### src/design/vrc_bank_mapper_irq_top_defines.svh
// assertion helpers for the bank mapper
`ifndef VRC_BANK_MAPPER_IRQ_TOP_DEFINES_SVH
`define VRC_BANK_MAPPER_IRQ_TOP_DEFINES_SVH

// same-cycle implication, off while in reset
`define VRCBM_ASSERT_NOW(lbl, clk_s, rstn_s, ante, cons, msg) \
	lbl: assert property (@(posedge clk_s) disable iff (!rstn_s) (ante) |-> (cons)) \
		else $error(msg);

// next-cycle implication, off while in reset
`define VRCBM_ASSERT_NEXT(lbl, clk_s, rstn_s, ante, cons, msg) \
	lbl: assert property (@(posedge clk_s) disable iff (!rstn_s) (ante) |=> (cons)) \
		else $error(msg);

`endif

### src/design/vrcbm_pkg.sv
package vrcbm_pkg;

	// configuration register indexes
	localparam logic CFG_VARIANT  = 1'b0;
	localparam logic CFG_END_BANK = 1'b1;

	// item kinds
	localparam logic OP_WRITE = 1'b0;
	localparam logic OP_TICK  = 1'b1;

	// mapping spaces
	localparam logic [1:0] SPACE_PRG    = 2'd0;
	localparam logic [1:0] SPACE_CHR    = 2'd1;
	localparam logic [1:0] SPACE_MIRROR = 2'd2;

	// result queue depth default
	localparam int RES_DEPTH = 4;

	// one result word
	typedef struct packed {
		logic       irq;
		logic       map_valid;
		logic [1:0] map_space;
		logic [2:0] map_window;
		logic [8:0] map_bank;
		logic       last;
	} res_t;

endpackage

### src/design/vrcbm_core.sv
module vrcbm_core
	import vrcbm_pkg::*;
(
	input  logic        clk,
	input  logic        arst_n,
	input  logic        fire,
	input  logic        op,
	input  logic [15:0] addr,
	input  logic [7:0]  data,
	input  logic [3:0]  variant,
	input  logic [7:0]  end_bank,
	output res_t        res0,
	output res_t        res1,
	output logic        two
);

	// variant codes
	localparam logic [3:0] VAR_VRC2A = 4'd0;
	localparam logic [3:0] VAR_VRC2B = 4'd1;
	localparam logic [3:0] VAR_VRC2C = 4'd2;
	localparam logic [3:0] VAR_VRC4A = 4'd3;
	localparam logic [3:0] VAR_VRC4B = 4'd4;
	localparam logic [3:0] VAR_VRC4C = 4'd5;
	localparam logic [3:0] VAR_VRC4D = 4'd6;
	localparam logic [3:0] VAR_VRC4E = 4'd7;
	localparam logic [3:0] VAR_VRC4F = 4'd8;
	localparam logic [3:0] VAR_BRD23 = 4'd10;
	localparam logic [3:0] VAR_BRD25 = 4'd11;

	// register groups by address nibble
	localparam logic [3:0] REG_PRG    = 4'h8;
	localparam logic [3:0] REG_MODE   = 4'h9;
	localparam logic [3:0] REG_MID    = 4'hA;
	localparam logic [3:0] REG_CHR_B  = 4'hB;
	localparam logic [3:0] REG_CHR_C  = 4'hC;
	localparam logic [3:0] REG_CHR_D  = 4'hD;
	localparam logic [3:0] REG_CHR_E  = 4'hE;
	localparam logic [3:0] REG_IRQ    = 4'hF;

	// irq register selects
	localparam logic [1:0] IRQ_LATCH_LO = 2'd0;
	localparam logic [1:0] IRQ_LATCH_HI = 2'd1;
	localparam logic [1:0] IRQ_CTRL     = 2'd2;
	localparam logic [1:0] IRQ_ACK      = 2'd3;

	localparam logic [9:0] PRESC_RELOAD = 10'd341;
	localparam logic [9:0] PRESC_STEP   = 10'd3;

	function automatic logic [1:0] pin_exact(input logic [7:0] a, input logic [7:0] p0,
		input logic [7:0] p1, input logic [7:0] p2);
		if ((a & p0) == p0) return 2'd3;
		if ((a & p1) == p1) return 2'd2;
		if ((a & p2) == p2) return 2'd1;
		return 2'd0;
	endfunction

	function automatic logic [1:0] pin_loose(input logic [7:0] a, input logic [7:0] p0a,
		input logic [7:0] p0b, input logic [7:0] p1, input logic [7:0] p2);
		if ((a & p0a) == p0a || (a & p0b) == p0b) return 2'd3;
		if ((a & p1) != 8'h00) return 2'd2;
		if ((a & p2) != 8'h00) return 2'd1;
		return 2'd0;
	endfunction

	// board-specific address line routing
	function automatic logic [1:0] repin(input logic [3:0] v, input logic [7:0] a);
		case (v)
			VAR_VRC2A, VAR_VRC2C, VAR_VRC4B: return pin_exact(a, 8'h03, 8'h01, 8'h02);
			VAR_VRC2B, VAR_VRC4F:            return pin_exact(a, 8'h03, 8'h02, 8'h01);
			VAR_VRC4A:                       return pin_exact(a, 8'h06, 8'h04, 8'h02);
			VAR_VRC4C:                       return pin_exact(a, 8'hC0, 8'h80, 8'h40);
			VAR_VRC4D:                       return pin_exact(a, 8'h0C, 8'h04, 8'h08);
			VAR_VRC4E:                       return pin_exact(a, 8'h0C, 8'h08, 8'h04);
			VAR_BRD23:                       return pin_loose(a, 8'h0C, 8'h03, 8'h0A, 8'h05);
			VAR_BRD25:                       return pin_loose(a, 8'h0C, 8'h03, 8'h05, 8'h0A);
			default:                         return pin_loose(a, 8'h06, 8'hC0, 8'h84, 8'h42);
		endcase
	endfunction

	logic [4:0] prg_bank_q, prg_bank_d;
	logic       prg_swap_q, prg_swap_d;
	logic [8:0] chr_q [8];
	logic [7:0] latch_q, latch_d;
	logic [7:0] count_q, count_d;
	logic [9:0] presc_q, presc_d;
	logic       en_q, en_d;
	logic       rearm_q, rearm_d;
	logic       cyc_q, cyc_d;
	logic       ack_q, ack_d;
	logic       line_q, line_d;

	logic       chr_we;
	logic [2:0] chr_slot;
	logic [8:0] chr_val;
	logic [8:0] chr_old;

	logic       vrc2;
	logic [3:0] hi;
	logic [1:0] lo;
	logic [3:0] hi_off;
	logic [8:0] fixed_bank;
	logic       presc_le0;
	logic       tick_clk;
	logic       prg_update;

	assign vrc2       = (variant <= VAR_VRC2C);
	assign hi         = addr[15:12];
	assign hi_off     = hi - REG_CHR_B;
	assign chr_slot   = {hi_off[1:0], lo[1]};
	assign chr_old    = chr_q[chr_slot];
	assign fixed_bank = {1'b0, end_bank - 8'd1};
	assign presc_le0  = presc_q[9] || (presc_q == 10'd0);

	// address decode after re-pinning
	always_comb begin
		lo = repin(variant, addr[7:0]);
		if (hi == REG_MODE && lo >= 2'd2 && vrc2) begin
			lo = 2'd0;
		end
	end

	// next state and result words
	always_comb begin
		prg_bank_d = prg_bank_q;
		prg_swap_d = prg_swap_q;
		latch_d    = latch_q;
		count_d    = count_q;
		presc_d    = presc_q;
		en_d       = en_q;
		rearm_d    = rearm_q;
		cyc_d      = cyc_q;
		ack_d      = ack_q;
		line_d     = line_q;
		chr_we     = 1'b0;
		chr_val    = chr_old;
		prg_update = 1'b0;
		tick_clk   = 1'b0;
		res0       = '0;
		res1       = '0;
		if (op == OP_TICK) begin
			if (!vrc2) begin
				if (ack_q) begin
					line_d = 1'b0;
					ack_d  = 1'b0;
				end
				tick_clk = cyc_q || presc_le0;
				presc_d  = presc_le0 ? presc_q + PRESC_RELOAD - PRESC_STEP
					: presc_q - PRESC_STEP;
				if (en_q && tick_clk) begin
					if (count_q == 8'hFF) begin
						line_d  = 1'b1;
						count_d = latch_q;
					end else begin
						count_d = count_q + 8'd1;
					end
				end
			end
		end else if (addr[15]) begin
			case (hi)
				REG_PRG: begin
					prg_bank_d = data[4:0];
					prg_update = 1'b1;
				end
				REG_MODE: begin
					if (lo < 2'd2) begin
						res0.map_valid = 1'b1;
						res0.map_space = SPACE_MIRROR;
						res0.map_bank  = {7'd0, data[1] & !vrc2, data[0]};
					end else begin
						prg_swap_d = data[1];
						prg_update = 1'b1;
					end
				end
				REG_MID: begin
					res0.map_valid  = 1'b1;
					res0.map_space  = SPACE_PRG;
					res0.map_window = 3'd1;
					res0.map_bank   = {4'd0, data[4:0]};
				end
				REG_CHR_B, REG_CHR_C, REG_CHR_D, REG_CHR_E: begin
					chr_we = 1'b1;
					if (!lo[0]) begin
						chr_val = {chr_old[8:4], data[3:0]};
					end else begin
						chr_val = {data[4:0], chr_old[3:0]};
					end
					res0.map_valid  = 1'b1;
					res0.map_space  = SPACE_CHR;
					res0.map_window = chr_slot;
					res0.map_bank   = (variant == VAR_VRC2A) ? {1'b0, chr_val[8:1]} : chr_val;
				end
				REG_IRQ: begin
					case (lo)
						IRQ_LATCH_LO: latch_d = {latch_q[7:4], data[3:0]};
						IRQ_LATCH_HI: latch_d = {data[3:0], latch_q[3:0]};
						IRQ_CTRL: begin
							rearm_d = data[0];
							en_d    = data[1];
							cyc_d   = data[2];
							ack_d   = 1'b1;
							if (data[1]) begin
								count_d = latch_q;
								presc_d = PRESC_RELOAD;
							end
						end
						IRQ_ACK: begin
							ack_d = 1'b1;
							en_d  = rearm_q;
						end
						default: ;
					endcase
				end
				default: ;
			endcase
		end

		// prg window pair
		if (prg_update) begin
			res0.map_valid  = 1'b1;
			res0.map_space  = SPACE_PRG;
			res0.map_window = 3'd0;
			res0.map_bank   = prg_swap_d ? fixed_bank : {4'd0, prg_bank_d};
			res1.map_valid  = 1'b1;
			res1.map_space  = SPACE_PRG;
			res1.map_window = 3'd2;
			res1.map_bank   = prg_swap_d ? {4'd0, prg_bank_d} : fixed_bank;
		end
		res0.irq  = line_d;
		res1.irq  = line_d;
		res0.last = !prg_update;
		res1.last = 1'b1;
	end

	assign two = prg_update;

	// mapper state
	always_ff @(posedge clk or negedge arst_n) begin
		if (!arst_n) begin
			prg_bank_q <= '0;
			prg_swap_q <= 1'b0;
			latch_q    <= '0;
			count_q    <= '0;
			presc_q    <= PRESC_RELOAD;
			en_q       <= 1'b0;
			rearm_q    <= 1'b0;
			cyc_q      <= 1'b0;
			ack_q      <= 1'b0;
			line_q     <= 1'b0;
		end else if (fire) begin
			prg_bank_q <= prg_bank_d;
			prg_swap_q <= prg_swap_d;
			latch_q    <= latch_d;
			count_q    <= count_d;
			presc_q    <= presc_d;
			en_q       <= en_d;
			rearm_q    <= rearm_d;
			cyc_q      <= cyc_d;
			ack_q      <= ack_d;
			line_q     <= line_d;
		end
	end

	// chr bank registers
	always_ff @(posedge clk or negedge arst_n) begin
		if (!arst_n) begin
			for (int i = 0; i < 8; i++) begin
				chr_q[i] <= '0;
			end
		end else if (fire && chr_we) begin
			chr_q[chr_slot] <= chr_val;
		end
	end

endmodule

### src/design/vrcbm_res_fifo.sv
module vrcbm_res_fifo
	import vrcbm_pkg::*;
#(
	parameter int DEPTH = RES_DEPTH
) (
	input  logic                       clk,
	input  logic                       arst_n,
	input  logic                       push,
	input  logic                       two,
	input  res_t                       res0,
	input  res_t                       res1,
	input  logic                       pop,
	output res_t                       head,
	output logic [$clog2(DEPTH+1)-1:0] count
);

	localparam int PW = $clog2(DEPTH);
	localparam int CW = $clog2(DEPTH + 1);

	function automatic logic [PW-1:0] ptr_inc(input logic [PW-1:0] p);
		return (p == PW'(DEPTH - 1)) ? '0 : p + PW'(1);
	endfunction

	res_t          mem [DEPTH];
	logic [PW-1:0] wr_ptr_q;
	logic [PW-1:0] rd_ptr_q;
	logic [CW-1:0] count_q;
	logic [PW-1:0] wr_next;
	logic [CW-1:0] add;

	assign wr_next = ptr_inc(wr_ptr_q);
	assign add     = push ? (two ? CW'(2) : CW'(1)) : CW'(0);
	assign head    = mem[rd_ptr_q];
	assign count   = count_q;

	// result storage
	always_ff @(posedge clk) begin
		if (push) begin
			mem[wr_ptr_q] <= res0;
			if (two) begin
				mem[wr_next] <= res1;
			end
		end
	end

	// pointers and fill level
	always_ff @(posedge clk or negedge arst_n) begin
		if (!arst_n) begin
			wr_ptr_q <= '0;
			rd_ptr_q <= '0;
			count_q  <= '0;
		end else begin
			if (push) begin
				wr_ptr_q <= two ? ptr_inc(wr_next) : wr_next;
			end
			if (pop) begin
				rd_ptr_q <= ptr_inc(rd_ptr_q);
			end
			count_q <= count_q + add - (pop ? CW'(1) : CW'(0));
		end
	end

endmodule

### src/design/vrc_bank_mapper_irq_top.sv
// Bank mapper with scanline IRQ. Takes one word per clock while in_ready is high: a register
// write (op 0) or one CPU cycle tick (op 1). A word waits in the input register until the result
// queue has room, then its mapper update is done in a single pass and its results are written
// into a small result queue, whose head is offered on the output port. Writes to the PRG bank or
// PRG mode register give two results (window 0, then window 2); every other word gives one, marked
// by last. The output port hands out one result per cycle while out_ready is high, so sustained
// rate is one word per cycle while words give one result each; each two-result word puts a second
// result on the output. The queue depth (FIFO_DEPTH) sets how much output stall is absorbed before
// in_ready drops. Configuration writes must be made only while idle.
`include "vrc_bank_mapper_irq_top_defines.svh"

module vrc_bank_mapper_irq_top
	import vrcbm_pkg::*;
#(
	parameter int FIFO_DEPTH = RES_DEPTH
) (
	input  logic        clk,
	input  logic        arst_n,
	input  logic        cfg_we,
	input  logic        cfg_idx,
	input  logic [7:0]  cfg_wdata,
	input  logic        in_valid,
	output logic        in_ready,
	input  logic        op,
	input  logic [15:0] addr,
	input  logic [7:0]  data,
	output logic        out_valid,
	input  logic        out_ready,
	output logic        irq,
	output logic        map_valid,
	output logic [1:0]  map_space,
	output logic [2:0]  map_window,
	output logic [8:0]  map_bank,
	output logic        last
);

	localparam int CW = $clog2(FIFO_DEPTH + 1);

	logic [3:0]    variant_q;
	logic [7:0]    end_bank_q;
	logic          v_s1;
	logic          op_s1;
	logic [15:0]   addr_s1;
	logic [7:0]    data_s1;
	logic          fire;
	logic          room;
	logic          pop;
	logic          two;
	res_t          res0;
	res_t          res1;
	res_t          head;
	logic [CW-1:0] fill;

	// configuration registers
	always_ff @(posedge clk or negedge arst_n) begin
		if (!arst_n) begin
			variant_q  <= 4'd0;
			end_bank_q <= 8'd1;
		end else if (cfg_we) begin
			case (cfg_idx)
				CFG_VARIANT:  variant_q  <= cfg_wdata[3:0];
				CFG_END_BANK: end_bank_q <= cfg_wdata;
				default: ;
			endcase
		end
	end

	// input register
	assign room     = (fill <= CW'(FIFO_DEPTH - 2));
	assign fire     = v_s1 && room;
	assign in_ready = !v_s1 || fire;

	always_ff @(posedge clk or negedge arst_n) begin
		if (!arst_n) begin
			v_s1 <= 1'b0;
		end else if (in_ready) begin
			v_s1 <= in_valid;
		end
	end

	always_ff @(posedge clk) begin
		if (in_valid && in_ready) begin
			op_s1   <= op;
			addr_s1 <= addr;
			data_s1 <= data;
		end
	end

	vrcbm_core u_core (
		.clk       (clk),
		.arst_n    (arst_n),
		.fire      (fire),
		.op        (op_s1),
		.addr      (addr_s1),
		.data      (data_s1),
		.variant   (variant_q),
		.end_bank  (end_bank_q),
		.res0      (res0),
		.res1      (res1),
		.two       (two)
	);

	vrcbm_res_fifo #(
		.DEPTH (FIFO_DEPTH)
	) u_fifo (
		.clk    (clk),
		.arst_n (arst_n),
		.push   (fire),
		.two    (two),
		.res0   (res0),
		.res1   (res1),
		.pop    (pop),
		.head   (head),
		.count  (fill)
	);

	// output port
	assign out_valid  = (fill != '0);
	assign pop        = out_valid && out_ready;
	assign irq        = head.irq;
	assign map_valid  = head.map_valid;
	assign map_space  = head.map_space;
	assign map_window = head.map_window;
	assign map_bank   = head.map_bank;
	assign last       = head.last;

	// checks
	`VRCBM_ASSERT_NOW(a_no_overflow, clk, arst_n, 1'b1, fill <= CW'(FIFO_DEPTH), "result queue overflow")
	`VRCBM_ASSERT_NEXT(a_stall_holds, clk, arst_n, v_s1 && !fire, v_s1 && $stable(addr_s1) && $stable(op_s1), "held word lost")
	`VRCBM_ASSERT_NEXT(a_drain, clk, arst_n, pop && fill == CW'(1) && !fire, !out_valid, "result invented")

endmodule
### config.mk
export PLATFORM = sky130hd
export DESIGN_NAME = vrc_bank_mapper_irq_top
export DESIGN_NICKNAME = d
export VERILOG_FILES = /design/src/design/vrcbm_pkg.sv /design/src/design/vrcbm_core.sv /design/src/design/vrcbm_res_fifo.sv /design/src/design/vrc_bank_mapper_irq_top.sv
export VERILOG_INCLUDE_DIRS = /design/src /design/src/design
export SDC_FILE = /design/constraint.sdc
export NUM_CORES = 1
export LEC_CHECK = 0
export BUFFER_PORTS_ARGS = -buffer_cell sky130_fd_sc_hd__buf_2
export CORE_MARGIN = 4
export CORE_UTILIZATION = 45
export DETAILED_ROUTE_END_ITERATION = 10
export PLACE_DENSITY = 0.72
export RECOVER_POWER = 25
export SYNTH_ARGS = -nofsm -noshare
export SYNTH_HDL_FRONTEND = slang
export SYNTH_SLANG_ARGS = --single-unit
### constraint.sdc
create_clock -name clk -period 4.12 [get_ports clk]
set_input_delay 0.824 -clock clk [delete_from_list [all_inputs] [get_ports clk]]
set_output_delay 0.824 -clock clk [all_outputs]
set_load 0.02 [all_outputs]
Word level (Yosys, flattened, before mapping)
Memories as Yosys holds them, arrays and structs flattened.
Index checks and enable logic that the tools add are counted.
- register bits: 151
- bits in writable memories: 68
- bits of input ports: 39
- output and inout bits: 19
- word-level logic and storage cells: 325
- memories: 1
- memory list (name ; words ; bits a word ; read ports ; clocked after memory_dff ; wr ports ; RTL line ; source):
    u_fifo.mem ; 4 ; 17 ; 1 ; 0 ; 2 ; vrcbm_res_fifo.sv:24 ; res_t mem [DEPTH];
- $add $sub $neg: 11
- $lt $le $gt $ge: 6
- equal/unequal tests: 31
- multiplexer cells: 198
- bitwise operators: 6
- reduce and logical (&&, ||, !) cells: 44
- operators by type and width (kind ; count):
    $mux W2 ; 58
    $mux W1 ; 96
    $mux W8 ; 10
    $bwmux W72 ; 1
    $mux W9 ; 8
    $mux W10 ; 7
    $mux W15 ; 4
    $eq A4 B4 Y1 const B ; 11
    $reduce_bool A8 Y1 ; 4
    $bmux W9 S3 ; 1
    $demux W9 S3 ; 1
    $pmux W9 S3 ; 1
    $sub A10 B2 Y10 const B ; 2
    $eq A2 B2 Y1 const B ; 9
    $reduce_and A6 Y1 ; 3
    $eq A4 B3 Y1 const B ; 4
    $pmux W2 S8 ; 1
    $pmux W8 S2 ; 1
    $mux W5 ; 3
    $reduce_and A5 Y1 ; 3
    $reduce_bool A2 Y1 ; 6
    $reduce_or A11 Y1 ; 1
    $add A10 B9 Y10 const B ; 1
    $logic_not A10 Y1 ; 1
    36 further kinds ; 59

Logic depth before layout (Yosys ltp)
- depth after elaboration: 27
- depth in mapped cells: 14
- gate-level depth less buffers: 11

Cells and area by module
Synthesis repeated with hierarchy kept, for this count alone.
- cells, all modules: 975
- area total of the unflattened synthesis: 12000.3 µm²
- by module, submodules not included (module ; instances ; cells each ; area an instance (µm²) ; sequential area each (µm²)):
    vrcbm_core ; 1 ; 703 ; 6930.4 ; 2733.9
    vrcbm_res_fifo ; 1 ; 211 ; 3792.4 ; 2217.1
    vrc_bank_mapper_irq_top ; 1 ; 61 ; 1277.5 ; 1077.3

Worst setup path before layout
OpenSTA, ideal clock, no wires.
- kind: reg2reg
- start point: reg addr_s1[12]
- end point: reg u_fifo.count_q[2] (netlist: u_fifo.count[2])
- library setup time: 0.123 ns
- arrival: 3.651 ns
- required time: 3.997 ns
- path slack: 0.346 ns
- cell stages (with the launch flop): 15
- path buffers: 4
- clock period less this slack: 3.774 ns
- path through: edfxtp_1 buf_2 inv_1 clkbuf_1 ha_1 nor4bb_1 clkbuf_1 nor3_1 a21oi_1 clkbuf_1 nand2_1 ha_1 inv_1 fa_1 xnor2_1
- word-level cells in the longest chain between the ends: 13
- elaborated cells between the ends (all ways): 14
- classes of those cells: 2 x add/sub; 1 x order compare; 2 x eq/ne; 7 x mux; 2 x reduce/logical
- RTL lines (element ; RTL line ; source):
    start, declared ; vrc_bank_mapper_irq_top.sv:43 ; logic [15:0] addr_s1;
    start signal, assigned ; vrc_bank_mapper_irq_top.sv:84 ; addr_s1 <= addr;
    $eq A4 B4 Y1 ; vrcbm_core.sv:117, vrcbm_core.sv:159 ;
    $logic_and A1 B1 Y1 (2 in a row) ; vrcbm_core.sv:117 ; if (hi == REG_MODE && lo >= 2'd2 && vrc2) begin
    $mux W2 ; vrcbm_core.sv:117 ;
    $lt A2 B2 Y1 ; vrcbm_core.sv:165 ; if (lo < 2'd2) begin
    $mux W1 ; vrcbm_core.sv:165 ;
    $pmux W1 S2 (*) ; vrcbm_core.sv:159 ; case (hi)
    $mux W1 (*) ; vrcbm_core.sv:158 ; end else if (addr[15]) begin
    $mux W1 (*) ; vrcbm_core.sv:140 ; if (op == OP_TICK) begin
    $mux W2 (*) ; vrcbm_res_fifo.sv:32 ; assign add = push ? (two ? CW'(2) : CW'(1)) : CW'(0);
    $mux W3 (*) ; vrcbm_res_fifo.sv:32 ;
    $add A3 B3 Y3 (*) ; vrcbm_res_fifo.sv:59 ; count_q <= count_q + add - (pop ? CW'(1) : CW'(0));
    $sub A3 B3 Y3 (*) ; vrcbm_res_fifo.sv:59 ;
    end signal, assigned ; vrcbm_res_fifo.sv:59 ;
    end, declared ; vrcbm_res_fifo.sv:27 ; logic [CW-1:0] count_q;
Every way passes the cells marked *; elsewhere a longest branch is shown, timed or not.
A chain may end at the register's enable or synchronous reset.

==> flow_summary.yaml <==
critical_path:
  timing.rr.end: "u_fifo.mem[1][5]$_DFFE_PP_"
  cp_max_fo: 16
  r2r_slack_ns: 0.31
  rr_worst_depth: 9
  worst_ep_arrival_time_ns: 4.05
  worstReg2RegStart: "variant_q[3]$_DFFE_PN0P_"
  cp-end-kind: "register"
  cp-startpoint: "variant_q[3]$_DFFE_PN0P_"
  worst_setup_path_start_kind: "register"
  required_ns: 4.36
  criticalPathCategory: "reg2reg"
routing:
  post_drt_wl_per_cell_um: 19.76
  drt_iter0_drc: 928
  vias: 9335
  via_per_inst: 5.984
  drc: 0
  finalWirelength_um: 30830
  firstDrtPassIters: 5
  ant_nets: 0
logic_synthesis:
  yosysUniqueCellTypes: 90
  yosysWarnings: 0
  seq_area_frac_synth: 0.4735
  synth-edff-count: 60
  synthAdderAreaFrac: 0.02534
  synth_top_family_by_area: "compound AO/OA/AOI/OAI gates"
  syn_area_mm2: 0.01165
  synth_ff_type: "dfrtp_1"
  synthArstFlopShare: 0.6056
  synth-seq-cells: 213
  synth_mux_area_frac: 0.09814
  synth_cells: 1182
  synth_compound_area_frac: 0.1847
  synth-simple-area-share: 0.1682
  syn-num-nets: 1244
  syn_area_per_cell_um2: 9.858
  synth_xor_area_frac: 0.008268
cts:
  post_cts_buffers: 0
  numCtsBuffers: 23
  clockBufferDepth: 3
  cts_sinks: 213
  clkLatencyLatePin_ns: 0.52
  cts_tree: "done"
  cts-root-buf: "clkbuf_16"
  ctsResizeCount: 0
  ctsHoldBuffers: 0
  htreeDepth: 1
  clk_pin_slew_ns: 0.06
sta:
  slew_viol_final: 72
  hold_ws_ns: 0.4591
  maxSlewHeadroom: -0.1687
  fmax_mhz: 262.5
  worstMarginPinSlew_ns: 1.753
  setup_tns_ns: 0
  finalClockSkew_ns: 0.01837
  finalCritPeriodShare: 0.9246
  rsz0062_at_grt: "no"
  setup_viol: 0
  hold_viol: 0
  min_period_ns: 3.809
floorplan:
  die_area_mm2: 0.02853
  die_y_um: 168.9
  placementRows: 58
  core-area_mm2: 0.02533
  io-pin-count: 58
  die_w_um: 168.9
  initial_core_util: 0.4601
place:
  dp_hpwl_um: 21500
  placed_cells: 1518
  io_buffers: 48
  place_area_mm2: 0.01219
  place_congestion: 0.9197
min_path:
  hold_path_class: "reg2reg"
  hold_path_depth: 2
  min_from: "u_fifo.mem[3][10]$_SDFFE_PP0P_"
  hold-path-endpoint: "u_fifo.mem[3][10]$_SDFFE_PP0P_"
layout:
  layout_common_cells: "nand2_1, dfrtp_1, o21ai_0"
  final_common_cell: "nand2_1"
  fin_nets: 1275
  drive_above_1_share: 0.1626
  post-route-cell-area_mm2: 0.01287
  diodes: 0
  layout.cells.non_filler: 1560
  syn2layout_area_growth_pct: 10.42
pwr:
  power_w: 0.008679
  cellPowerDensity_mw_per_mm2: 674.5
  ir_worst_vdd_mv: 0.4047
  p_leak_nw: 5.158
grt:
  grt_overflow: 0
  globalRouteTotalUtil: 0.2176
  grt_pass1_vias: 9147
  grt_pass1_wl_um: 50490
  antenna_found_initial: 0
  grt_start_max_net_pins: 72
flow_run:
  drv_cap: 2
outcome:
  violations: "capacitance limit, slew limit"
  status: "finished with violations"
critical path: stages (launching register included):
cell and delay [ns]:
dfrtp_1 0.54, or3b_1 0.45, a21oi_2 0.30, nor2_2 0.11, a21oi_4 0.49, mux4_2 0.57, nand2_1 0.10, a22o_1 0.28
a2bb2oi_1 0.52, a21oi_1 0.16
area by class of cell:
type                            instances  area [um2]
Clock inverter                          9       50.05
Tap cell                              330       412.9
Timing Repair Buffer                   82       491.7
Fill cell                            2268       12460
Sequential cell                       213        5518
Multi-Input combinational cell        867        5653
Clock buffer                           33       643.1
Inverter                               26       97.59
Yosys cell counts, drive strengths merged, types with 6 or more instances:
| master | number | area, um2 |
|---|---|---|
| nor3b | 9 | 67.56 |
| nor2b | 6 | 37.54 |
| clkbuf | 41 | 153.9 |
| a211oi | 9 | 72.57 |
| dfstp | 6 | 157.7 |
| a21o | 9 | 67.56 |
| a22o | 9 | 78.83 |
| nor4 | 15 | 93.84 |
| nand2 | 190 | 713.2 |
| a31oi | 12 | 75.07 |
| dfxtp | 24 | 480.5 |
| nor3 | 29 | 145.1 |
| ha | 22 | 275.3 |
| and3 | 11 | 68.82 |
| o21ai | 120 | 608.1 |
| or3 | 13 | 81.33 |
| edfxtp | 60 | 1802 |
| o31ai | 12 | 117.6 |
| mux2 | 31 | 349.1 |
| inv | 26 | 97.59 |
| dfrtp | 123 | 3078 |
| a21oi | 77 | 422.9 |
| nor2 | 73 | 284.0 |
| nand4 | 6 | 37.54 |
| o211ai | 24 | 190.2 |
| mux4 | 24 | 544.3 |
| o22ai | 19 | 132.6 |
| buf | 35 | 236.5 |
| nand3 | 37 | 185.2 |
| xnor2 | 9 | 78.83 |
| mux2i | 25 | 250.2 |
| nand2b | 9 | 56.30 |
through the flow:
stage | util | setup WS [ns]
floorplan | - | 0.3463
global placement | 0.4814 | 0.4600
detailed placement | 0.4814 | 0.3906
CTS | 0.5087 | 0.3939
global route | 0.5080 | 0.07156
finish | 0.5080 | 0.3105
report_power, final:
part	switching [W]	internal (W)	leakage [nW]
combinational	0.00206	0.00131	2.38
sequential	0.000525	0.00285	2.43
clock	0.000847	0.00109	0.343
total	0.00344	0.00524	5.16
registers in the layout (all words and copies together), names as in the netlist, 3 cells and up:
register / cells
u_core.chr_q: 72
u_core.presc_q: 10
u_core.prg_bank_q: 5
addr_s1: 10
variant_q: 4
u_fifo.mem: 68
u_fifo.count: 3
end_bank_q: 8
u_core.latch_q: 8
data_s1: 5
u_core.count_q: 8
per-layer routing:
| layer | vias to the layer above | global-route usage | part of all wire |
|---|---|---|---|
| met1 | 4495 | 0.3040 | 0.43 |
| met2 | 355 | 0.3527 | 0.47 |
| met3 | 70 | 0.03106 | 0.063 |
| li1 | 4415 | - | - |
| met4 | 0 | 0.06810 | 0.031 |
| met5 | - | 0 | 0 |
kinds of logic (layout without fill, tap and decap cells):
logic type | after synthesis | after routing
flops | 213 | 213
compound gates | 331 | 331
mux | 80 | 80
simple gates | 422 | 422
fa+ha+maj | 23 | 23
buf+inv | 102 | 150
xor+xnor | 11 | 11
how the worst max path moves through the flow:
stage                                            end  slack, ns  depth (start not counted)
final                     u_fifo.mem[1][5]$_DFFE_PP_       0.31                          9
after global routing      u_fifo.mem[0][7]$_DFFE_PP_       0.07                         10
after CTS                 u_fifo.mem[1][5]$_DFFE_PP_       0.39                          9
after detailed placement  u_fifo.mem[1][5]$_DFFE_PP_       0.39                          9
after global placement    u_fifo.mem[0][1]$_DFFE_PP_       0.46                          9
after floorplan            u_fifo.count[2]$_DFF_PN0_       0.35                         14
Power figures use the tool's default switching activity.
